--- config.mk ---
export PLATFORM = sky130hd
export DESIGN_NAME = ftws_div
export DESIGN_NICKNAME = d
export VERILOG_FILES = /design/src/sv/ftws_div.sv
export SDC_FILE = /design/constraint.sdc
export NUM_CORES = 1
export LEC_CHECK = 0
export BUFFER_PORTS_ARGS = -buffer_cell sky130_fd_sc_hd__buf_4
export CAP_MARGIN = 20
export CORE_MARGIN = 2
export CORE_UTILIZATION = 35
export CTS_BUF_LIST = sky130_fd_sc_hd__clkbuf_4 sky130_fd_sc_hd__clkbuf_8
export CTS_CLUSTER_SIZE = 30
export DETAILED_ROUTE_END_ITERATION = 7
export PLACE_DENSITY = 0.59
export SLEW_MARGIN = 25
export SYNTH_ARGS = -nofsm -noshare
export SYNTH_HDL_FRONTEND = slang
export SYNTH_SLANG_ARGS = --single-unit
export TNS_END_PERCENT = 100
--- constraint.sdc ---
create_clock -name i_clk -period 4.01 [get_ports i_clk]
set_clock_uncertainty 0.15 [all_clocks]
set_input_delay 1.203 -clock i_clk [delete_from_list [all_inputs] [get_ports i_clk]]
set_output_delay 1.203 -clock i_clk [all_outputs]
set_load 0.1 [all_outputs]
--- src/sv/ftws_div.sv ---
// ----------------------------------------------------------------------------
// ftws_div
// Restoring divider, one quotient bit per cycle. Quotient is all ones when
// the divisor is zero; the caller masks that case.
// ----------------------------------------------------------------------------
module ftws_div #(
    parameter int NUM_W = 35,
    parameter int DEN_W = 33
) (
    input  logic             i_clk,
    input  logic             i_rst_n,
    input  logic             i_start,
    input  logic [NUM_W-1:0] i_num,
    input  logic [DEN_W-1:0] i_den,
    output logic             o_busy,
    output logic             o_done,
    output logic [NUM_W-1:0] o_quo
);

    localparam int CNT_W = $clog2(NUM_W + 1);

    logic             r_busy;
    logic             r_done;
    logic [CNT_W-1:0] r_cnt;
    logic [NUM_W-1:0] r_quo;
    logic [DEN_W-1:0] r_rem;
    logic [DEN_W-1:0] r_den;
    logic [DEN_W:0]   rem_sh;
    logic [DEN_W:0]   rem_diff;
    logic             fits;

    // Shift in the next numerator bit and trial-subtract
    assign rem_sh   = {r_rem, r_quo[NUM_W-1]};
    assign rem_diff = rem_sh - {1'b0, r_den};
    assign fits     = (rem_sh >= {1'b0, r_den});

    // Control
    always_ff @(posedge i_clk) begin
        if (!i_rst_n) begin
            r_busy <= 1'b0;
            r_done <= 1'b0;
            r_cnt  <= '0;
        end else begin
            r_done <= 1'b0;
            if (i_start && !r_busy) begin
                r_busy <= 1'b1;
                r_cnt  <= CNT_W'(NUM_W);
            end else if (r_busy) begin
                r_cnt <= r_cnt - 1'b1;
                if (r_cnt == CNT_W'(1)) begin
                    r_busy <= 1'b0;
                    r_done <= 1'b1;
                end
            end
        end
    end

    // Datapath
    always_ff @(posedge i_clk) begin
        if (i_start && !r_busy) begin
            r_quo <= i_num;
            r_rem <= '0;
            r_den <= i_den;
        end else if (r_busy) begin
            r_rem <= fits ? rem_diff[DEN_W-1:0] : rem_sh[DEN_W-1:0];
            r_quo <= {r_quo[NUM_W-2:0], fits};
        end
    end

    assign o_busy = r_busy;
    assign o_done = r_done;
    assign o_quo  = r_quo;

endmodule

# Word level (Yosys, flattened, before mapping)
# Index checks and enable logic that the tools add are counted.
# Widths: inputs -> output; s select.
dict set report word_totals {
  reg_bits 109
  latch_bits 0
  ramBits 0
  romBits 0
  out_inout_bits 37
  mem_count 0
}
dict set report op_classes {
  addsub 2
  mul 0
  n_div 0
  n_lt_le_gt_ge 1
  n_eq_ne 1
  n_shift 0
  n_mux 9
  n_bitwise 2
  n_reduce_logical 5
}
# cell count
set op_table {}
lappend op_table {{$mux 35} 2}
lappend op_table {{$ge 34x33->1} 1}
lappend op_table {{$mux 33} 1}
lappend op_table {{$sub 33x33->33} 1}
lappend op_table {{$mux 6} 2}
lappend op_table {{$eq 6x1->1 const B} 1}
lappend op_table {{$sub 6x1->6 const B} 1}
lappend op_table {{$mux 1} 4}
lappend op_table {{$reduce_or 3->1} 1}
lappend op_table {{$not 1->1} 2}
lappend op_table {{$reduce_bool 2->1} 1}
lappend op_table {{$reduce_or 2->1} 1}
lappend op_table {{$logic_and 1x1->1} 1}
lappend op_table {{$logic_not 1->1} 1}

# Depth between registers and ports, before layout
# Gate-level depths: netlist of the first run.
dict set report depth {
  ltp_word 4
  depth_mapped 15
}

# Least setup slack after synthesis of the first run
# Ideal clock, no wire load.
dict set report synth_timing {
  kind {reg-to-reg}
  start {register r_quo[34] (netlist: o_quo[34])}
  end {register r_quo[0] (netlist: o_quo[0]) (data pin)}
  setup_time_ps 260
  t_arrival_ps 3446
  t_required_ps 3600
  slack_ps 154
  stages_incl_launch_ff 15
  n_path_buf 2
  period_less_slack_ps 3856
  path_cell_list {edfxtp_1 > inv_1 > ha_1 > inv_1 > fa_1 > a21o_1 > a311o_1 > a21oi_1 > o31a_2 > o21ai_2 > a31o_1 > a21o_1 > buf_6 > buf_6 > mux2_2}
}
dict set report synth_via {
  elab_chain_len 3
}
# item line
set synth_rtl {}
lappend synth_rtl {{from (decl)} 25} ;# logic [NUM_W-1:0] r_quo;
lappend synth_rtl {{from (signal assigned)} 61} ;# r_quo <= i_num;
lappend synth_rtl {{from (signal assigned)} 66} ;# r_quo <= {r_quo[NUM_W-2:0], fits};
lappend synth_rtl {{$ge 34x33->1} 35} ;# assign fits = (rem_sh >= {1'b0, r_den});
lappend synth_rtl {{$mux 35} 64} ;# end else if (r_busy) begin
lappend synth_rtl {{$mux 35} 60} ;# if (i_start && !r_busy) begin
# No other way between the ends. The select of a mux whose other input is x is not followed.
# A chain may end at the register's enable or synchronous reset.

# Worst setup path after layout of the first run
dict set report layout_timing {
  start {register r_quo[34] (netlist: o_quo[34])}
  end {register r_rem[5]}
}
dict set report layout_via {
  elab_chain_len 2
}
# item line
set layout_rtl {}
lappend layout_rtl {{$sub 33x33->33 / $ge 34x33->1 (equally long branches)} {34, 35}}
lappend layout_rtl {{$mux 33 (*)} 65} ;# r_rem <= fits ? rem_diff[DEN_W-1:0] : rem_sh[DEN_W-1:0];
lappend layout_rtl {{to (signal assigned)} 65}
lappend layout_rtl {{to (decl)} 26} ;# logic [DEN_W-1:0] r_rem;
# Every way passes the cells marked *; elsewhere a longest branch is shown, timed or not.

==> results of run 1 <==
==> layer usage <==
layer / vias up / track usage
li1: 2308 / -
met1: 2160 / 0.209
met2: 144 / 0.258
met3: 8 / 0.0589
met4: 0 / 0.0446
met5: - / 0
==> layout by cell type, fill, tap and decap left out, drive strengths merged, types with 8 or more instances in the layout <==
cell	count
ha	35
clkbuf	9
mux2	43
xor2	10
dfxtp	41
xnor2	22
edfxtp	68
nor3	11
nor2	27
a21o	15
buf	113
mux2i	27
nand2	54
a22o	8
inv	54
a211oi	9
a21oi	35
o21ai	23
==> worst min-delay path by stage <==
stage,start,endpoint,slack [ns],cells after the start
after floorplan,r_rem[28],r_rem[28],0.30,2
after global placement,r_rem[6],r_rem[6],0.31,2
after detailed placement,r_rem[6],r_rem[6],0.32,2
after CTS,r_rem[6],r_rem[6],0.34,2
after global routing,r_rem[6],r_rem[6],0.34,2
final,r_rem[6],r_rem[6],0.33,2
==> logic make-up (layout without fill, tap and decap cells) <==
group / after synthesis / after routing / synth area share
AO/OA/AOI/OAI: 134 / 134 / 0.147
AND/OR/NAND/NOR: 125 / 125 / 0.0932
flip-flops: 109 / 109 / 0.465
multiplexers: 70 / 70 / 0.128
buffers and inverters: 69 / 179 / 0.0464
adder cells (fa/ha/maj): 36 / 36 / 0.0745
XOR/XNOR: 32 / 32 / 0.0456
==> flip-flops by register name (all words and copies together) (netlist names) <==
| name | cells |
|---|---|
| r_den | 33 |
| r_rem | 33 |
| o_quo | 35 |
| r_cnt | 6 |
| o_done | 1 |
| o_busy | 1 |
==> worst register-to-register path: stages (launching register included) <==
cell and delay (ns):
edfxtp_1 0.42, inv_1 0.10, ha_1 0.16, inv_1 0.05, fa_1 0.40, a21o_1 0.23, a311o_1 0.39, a21oi_1 0.14
o31a_2 0.22, o21ai_2 0.09, a31o_1 0.27, a21o_1 0.19, buf_12 0.20, mux2_4 0.34, a22o_1 0.17
==> stage by stage <==
stage | util | worst slack, ns | instance area (µm²) | total power, mW
final | 0.431 | 0.385 | 7430 | 4.85
after global routing | 0.431 | 0.186 | 7430 | 5.17
after CTS | 0.431 | 0.380 | 7430 | 4.88
after detailed placement | 0.419 | 0.412 | 7220 | 4.10
after global placement | 0.419 | 0.512 | 7220 | 4.07
after floorplan | - | 0.154 | 6150 | 3.60
==> area by class of cell <==
cell class,count,share of cell area
Clock buffer,9,0.0167
Clock inverter,7,0.0121
Inverter,50,0.0253
Multi-Input combinational cell,397,0.405
Sequential cell,109,0.385
Tap cell,225,0.0379
Timing Repair Buffer,113,0.118
==> power by group <==
| group | total, mW | leakage (nW) | switching [mW] | internal, mW |
|---|---|---|---|---|
| clock network | 0.747 | 0.103 | 0.441 | 0.307 |
| logic | 2.51 | 2.08 | 1.50 | 1.01 |
| registers | 1.59 | 1.00 | 0.156 | 1.43 |
==> impl_metrics.toml, run 1 <==
[pwr]
ir_drop_mv = 0.303
power_density_mw_per_mm2 = 652
leakage_nw = 3.18

[critical_path]
crit_chain = "inv_1, ha_1, inv_1, fa_1, a21o_1, a311o_1, a21oi_1, o31a_2, o21ai_2, a31o_1, a21o_1, buf_12, mux2_4, a22o_1"
cp_num_buf_inv = 3
crit_fanout = 38
cp_slowest_cell = "edfxtp_1"
crit_type = "reg2reg"
crit_required_ns = 4.16
cp.arrival_ns = 3.77
crit_path_end_kind = "flip-flop"
r2r_setup_slack_ns = 0.39
crit_family = "compound AO/OA/AOI/OAI gates"
slowest_delay_ns = 0.42
critPathLaunchType = "flip-flop"
cp-endpoint = "r_rem[5]"
startpoint = "o_quo[34]"
r2r_end = "r_rem[5]"
cp.depth = 14
r2r_start = "o_quo[34]"
reg2regPathDepth = 14

[cells_and_area]
fin_cells = 910
nets = 787
area_growth_pct = 20.8
n_antenna_cell = 0
fillCellCount = 1629
drive_above_1_share = 0.258
multi_input_area_mm2 = 0.00301
regArea_mm2 = 0.00286

[detailed_routing]
dr_total_vias = 4620
drc = 0
wire_per_inst_um = 15.9
routed-wl-met2_um = 6490
drtPass1Iterations = 5
drt-initial-drc-count = 244
ant_nets = 0
top_layer = "met4"
viasPerCell = 5.08
wl_um = 14500
wl_met1_um = 6580
met3_length_um = 1280

[global_routing]
antenna_found_initial = 0
grt_pass1_vias = 4771
track_usage = 0.162
grt_pass1_wl_um = 23800
grt_overflow = 0
grt_max_degree = 71

[sta]
finalSetupTns_ns = 0
fin_crit_ns = 3.62
finalCritPeriodShare = 0.904
hold_violations = 0
maxSlewHeadroom = 0.557
worst_hold_slack_ns = 0.335
maxSlewViolCount = 0
fmax_ghz = 0.276
setup_viol = 0
grt_setup_unrepaired = "false"
worst_slew_pin_slew_ns = 0.655

[outcome]
status = "finished, final reports clean"

[placement]
portBuffers = 107
gp_congestion = 0.864
dp_cells = 894
dp_hpwl_um = 10300

[yosys]
syn_nets = 682
synth_edf_count = 68
seq_area_frac_synth = 0.465
ys.flop_type = "edfxtp_1"
synth.most_common_cell = "edfxtp_1"
synth_top_area_share = 0.332
synth_area_mm2 = 0.00615
yosys_warnings = 0
ys_ff_latch = 109
synthTopCellsByCount = "68 x edfxtp_1, 54 x nand2_1, 50 x inv_1"
synth_area_leader_cell = "edfxtp_1"
synth_area_leaders = "edfxtp_1 33%, dfxtp_1 13%, ha_1 7.1%"
avgSynthCellArea_um2 = 10.7
syn_inst = 575
async_flop_share = 0
ys_types = 59

[clock_network]
clkLatencyLatePin_ns = 0.41
cts_max_level = 3
clockBufferDepth = 2
cts.sinks = 109
cts_resized = 0
cts_hold_buf = 0
cts-root-buf = "clkbuf_8"
post_cts_buffers = 0
cts_tree = "yes"
tritoncts.num_buffers = 9
clk_pin_slew_worst_paths_ns = 0.11

[floorplan]
die_h_um = 137
rows = 48
coreArea_mm2 = 0.0172
start_util = 0.357
ios = 108
die_w_um = 137
die-area_mm2 = 0.0187

[min_path]
hold_path_class = "reg2reg"

[job]
cap_violations = 0
Power figures use the tool's default switching activity.
==> inputs of run 2 (changes only) <==
--- a/config.mk
+++ b/config.mk
@@ -12,7 +12,7 @@
 export CTS_BUF_LIST = sky130_fd_sc_hd__clkbuf_4 sky130_fd_sc_hd__clkbuf_8
 export CTS_CLUSTER_SIZE = 30
 export DETAILED_ROUTE_END_ITERATION = 7
-export PLACE_DENSITY = 0.59
+export SETUP_SLACK_MARGIN = 0.3
 export SLEW_MARGIN = 25
 export SYNTH_ARGS = -nofsm -noshare
 export SYNTH_HDL_FRONTEND = slang
==> run 2 against run 1 <==
First-iteration DRC count grew 39%; register-to-register slack improved by 0.13 ns; power increased by 0.50%; non-clock buffer count rose by 5; clock-buffer cell count stayed put; clock power increased by 2.8%; final area increased by 0.67%; die area did not move; sequential power is essentially flat; wire length grew 2.1%; via count increased by 2.1%; largest cell class unchanged.
==> impl_metrics.toml, run 2 (synthesized netlist as in run 1, its figures left out) <==
[floorplan]
ios = 108
die_w_um = 137
die_h_um = 137
coreArea_mm2 = 0.0172
start_util = 0.357
die-area_mm2 = 0.0187
rows = 48

[pwr]
ir_drop_mv = 0.435
p_sw_frac = 0.433
power_density_mw_per_mm2 = 651
pwr-share-seq = 0.327
power.share.combinational = 0.515
power.internal_mw = 2.76
clockPowerShare = 0.158
p_total_mw = 4.87
power_switching_mw = 2.11
leakage_nw = 3.22

[critical_path]
crit_required_ns = 4.18
crit_fanout = 13
cp.arrival_ns = 3.67
crit_type = "reg2reg"
critPathLaunchType = "flip-flop"
crit_path_end_kind = "flip-flop"

[clock_network]
cts_max_level = 3
cts-root-buf = "clkbuf_8"
cts_resized = 0
clockBufferDepth = 2
cts.sinks = 109
clkLatencyLatePin_ns = 0.42
cts_hold_buf = 0
post_cts_buffers = 0
tritoncts.num_buffers = 9
cts_tree = "yes"
clk_pin_slew_worst_paths_ns = 0.11

[detailed_routing]
ant_nets = 0
drt-initial-drc-count = 340
dr_total_vias = 4716
wire_per_inst_um = 16.2
drtPass1Iterations = 4
viasPerCell = 5.15
drc = 0
wl_um = 14800

[sta]
fmax_ghz = 0.286
worst_slew_pin_slew_ns = 0.590
finalSetupTns_ns = 0
hold_violations = 0
setup_viol = 0
grt_setup_unrepaired = "false"
maxSlewHeadroom = 0.600
worst_hold_slack_ns = 0.335
finalWorstSetupSlack_ns = 0.514
finalCritPeriodShare = 0.872
fin_crit_ns = 3.50
maxSlewViolCount = 0

[placement]
place_ws_ns = 0.528
portBuffers = 107
dp_cells = 899
gp_congestion = 0.844
place_area_mm2 = 0.00724
dp_hpwl_um = 11100

[cells_and_area]
drive_above_1_share = 0.265
nets = 792
largest_reg_flops = 35
most-common-layout-cells = "117 x buf_4, 68 x edfxtp_1, 54 x nand2_1"
area_growth_pct = 21.6
fin_cells = 915
final_util = 0.434
fillCellCount = 1621
n_antenna_cell = 0
layout_commonest_cell = "buf_4"
postLayoutCellArea_mm2 = 0.00748

[min_path]
hold_path_class = "reg2reg"

[global_routing]
track_usage = 0.166
grt_overflow = 0
antenna_found_initial = 0
grt_pass1_vias = 4875
grt_pass1_wl_um = 24100
grt_max_degree = 37

[outcome]
status = "finished, final reports clean"

[job]
cap_violations = 0
## run 2: path summary, 6_finish.rpt
check / from / end / slack, ns / cells after the start
worst max-delay path: o_quo[34] / r_rem[23] / 0.51 / 15
worst min-delay path: r_rem[6] / r_rem[6] / 0.34 / 2
worst max register to register: o_quo[34] / r_rem[23] / 0.51 / 15
worst min register to register: r_rem[6] / r_rem[6] / 0.34 / 2
## run 2: per-layer routing
| metal | vias to the layer above | wire [µm] | global-route usage |
|---|---|---|---|
| met2 | 163 | 6740 | 0.265 |
| met3 | 19 | 1310 | 0.0663 |
| met1 | 2208 | 6540 | 0.206 |
| li1 | 2326 | - | - |
| met4 | 0 | 217 | 0.0463 |
| met5 | - | 0 | 0 |
## run 2: cell type report
| type | count | area (µm²) | share of cell area |
|---|---|---|---|
| flip-flops and latches | 109 | 2860 | 0.383 |
| clock inverters | 7 | 113 | 0.0151 |
| well taps | 225 | 282 | 0.0376 |
| repair buffers | 118 | 898 | 0.120 |
| clock buffers | 9 | 124 | 0.0166 |
| multi-input cells | 397 | 3010 | 0.403 |
| inverters | 50 | 188 | 0.0251 |
## run 2: power by group through the flow
stage                     sequential [mW]  clock [mW]  combinational (mW)
after floorplan                      1.97           0                1.62
after global placement               1.61           0                2.48
after detailed placement             1.61           0                2.50
after CTS                            1.59       0.803                2.51
after global routing                 1.63       0.836                2.74
final                                1.59       0.768                2.51
## run 2: critical path, cell delays in order, from the launching register on
cell      delay (ns)
edfxtp_1        0.42
inv_1           0.09
ha_1            0.16
inv_1           0.06
fa_2            0.35
a21o_1          0.19
a311o_1         0.31
a21oi_1         0.16
o31a_2          0.21
o21ai_2         0.08
a31o_1          0.26
a21o_1          0.17
buf_4           0.20
buf_4           0.21
o2bb2a_1        0.30
o21ai_0         0.08
==> inputs of run 3 (changes only) <==
--- a/config.mk
+++ b/config.mk
@@ -12,6 +12,7 @@
 export CTS_BUF_LIST = sky130_fd_sc_hd__clkbuf_4 sky130_fd_sc_hd__clkbuf_8
 export CTS_CLUSTER_SIZE = 30
 export DETAILED_ROUTE_END_ITERATION = 7
+export RECOVER_POWER = 25
 export SETUP_SLACK_MARGIN = 0.3
 export SLEW_MARGIN = 25
 export SYNTH_ARGS = -nofsm -noshare
==> run 3 against run 2 <==
Sequential cell count unchanged; fmax decreased by 1.4%; sequential power about the same; setup slack got worse by 0.051 ns; first-iteration DRC count decreased by 4.1%; final cell count unchanged; clock power about the same; wire length decreased by 0.34%; power about the same.
==> impl_metrics.toml, run 3 (synthesized netlist as in run 1, its figures left out) <==
[outcome]
status = "finished, final reports clean"

[global_routing]
antenna_found_initial = 0
track_usage = 0.166
grt_max_degree = 37
grt_overflow = 0
grt_pass1_wl_um = 24100
grt_pass1_vias = 4875

[pwr]
p_total_mw = 4.87
ir_drop_mv = 0.435
power_density_mw_per_mm2 = 653
leakage_nw = 3.19

[floorplan]
rows = 48
start_util = 0.357
die-area_mm2 = 0.0187
coreArea_mm2 = 0.0172
die_w_um = 137
die_h_um = 137
ios = 108

[clock_network]
tritoncts.num_buffers = 9
clk_pin_slew_worst_paths_ns = 0.12
cts_tree = "yes"
clkLatencyLatePin_ns = 0.42
cts_hold_buf = 0
clockBufferDepth = 2
cts.sinks = 109
cts_max_level = 3
cts_resized = 0
post_cts_buffers = 0
cts-root-buf = "clkbuf_8"

[cells_and_area]
n_antenna_cell = 0
nets = 792
drive_above_1_share = 0.257
area_growth_pct = 21.2
fillCellCount = 1627
most-common-layout-cells = "79 x buf_4, 68 x edfxtp_1, 54 x nand2_1"
largest_reg_flops = 35
layout_commonest_cell = "buf_4"
fin_cells = 915

[sta]
finalCritPeriodShare = 0.885
maxSlewViolCount = 0
maxSlewHeadroom = 0.112
worst_slew_pin_slew_ns = 1.33
fin_crit_ns = 3.55
finalSetupTns_ns = 0
setup_viol = 0
fmax_ghz = 0.282
grt_setup_unrepaired = "false"
hold_violations = 0

[critical_path]
critPathLaunchType = "input port"
cp.arrival_ns = 3.72
crit_type = "in2reg"
crit_fanout = 16
crit_chain = "clkbuf_1, inv_1, nor2_1, clkbuf_1, a211oi_1, a311oi_1"
cp_slowest_cell = "nor2_1"
crit_required_ns = 4.18
slowest_delay_ns = 1.01
worst_path_most_repeated_cell = "clkbuf_1"
crit_path_end_kind = "flip-flop"

[detailed_routing]
drt-initial-drc-count = 326
wire_per_inst_um = 16.1
drc = 0
wl_um = 14700
viasPerCell = 5.15
drtPass1Iterations = 5
dr_total_vias = 4710
ant_nets = 0

[placement]
portBuffers = 107
dp_cells = 899
gp_congestion = 0.844
dp_hpwl_um = 11100

[job]
cap_violations = 0

[min_path]
hold_path_class = "reg2reg"
-- run 3: cell types whose count changed in the layout (fill, tap and decap cells not counted), sizes merged --
cell    change
buf        -38
clkbuf     +38
-- run 3: metrics by stage --
| stage | setup WS [ns] | hold slack (ns) | cell area [µm²] | utilization |
|---|---|---|---|---|
| finish | 0.462 | 0.335 | 7450 | 0.432 |
| global route | 0.226 | 0.354 | 7450 | 0.432 |
| CTS | 0.502 | 0.335 | 7480 | 0.434 |
| detailed placement | 0.528 | 0.319 | 7240 | 0.420 |
| global placement | 0.670 | 0.314 | 7240 | 0.420 |
| floorplan | 0.338 | 0.296 | 6150 | - |
-- run 3: per-layer routing --
metal / track usage / routed length, µm
met1: 0.206 / 6550
met2: 0.265 / 6700
met3: 0.0663 / 1290
met4: 0.0463 / 216
met5: 0 / 0
-- run 3: worst max-delay path: cells and delay by family --
family | cells | cell delay [ns]
AND/OR/NAND/NOR | 1 | 1.01
buffers and inverters | 3 | 1.12
AO/OA/AOI/OAI | 2 | 0.37
-- run 3: area by class of cell --
class | instances | area (µm²) | share of cell area
multi-input cells | 397 | 3010 | 0.403
repair buffers | 118 | 880 | 0.118
inverters | 50 | 188 | 0.0252
well taps | 225 | 282 | 0.0378
flip-flops and latches | 109 | 2860 | 0.384
clock buffers | 9 | 124 | 0.0166
clock inverters | 7 | 113 | 0.0151
-- run 3: path summary, 6_finish.rpt --
check | endpoint | cells after the start | slack [ns] | startpoint
max | r_cnt[5] | 6 | 0.46 | i_start
min | r_rem[6] | 2 | 0.34 | r_rem[6]
max reg2reg | r_rem[23] | 15 | 0.50 | o_quo[34]
min reg2reg | r_rem[6] | 2 | 0.34 | r_rem[6]
-- run 3: power breakdown --
| group | internal [mW] | leakage, nW | switching [mW] |
|---|---|---|---|
| registers | 1.43 | 1.00 | 0.161 |
| logic | 1.01 | 2.08 | 1.50 |
| clock network | 0.318 | 0.118 | 0.452 |
| total | 2.76 | 3.19 | 2.11 |
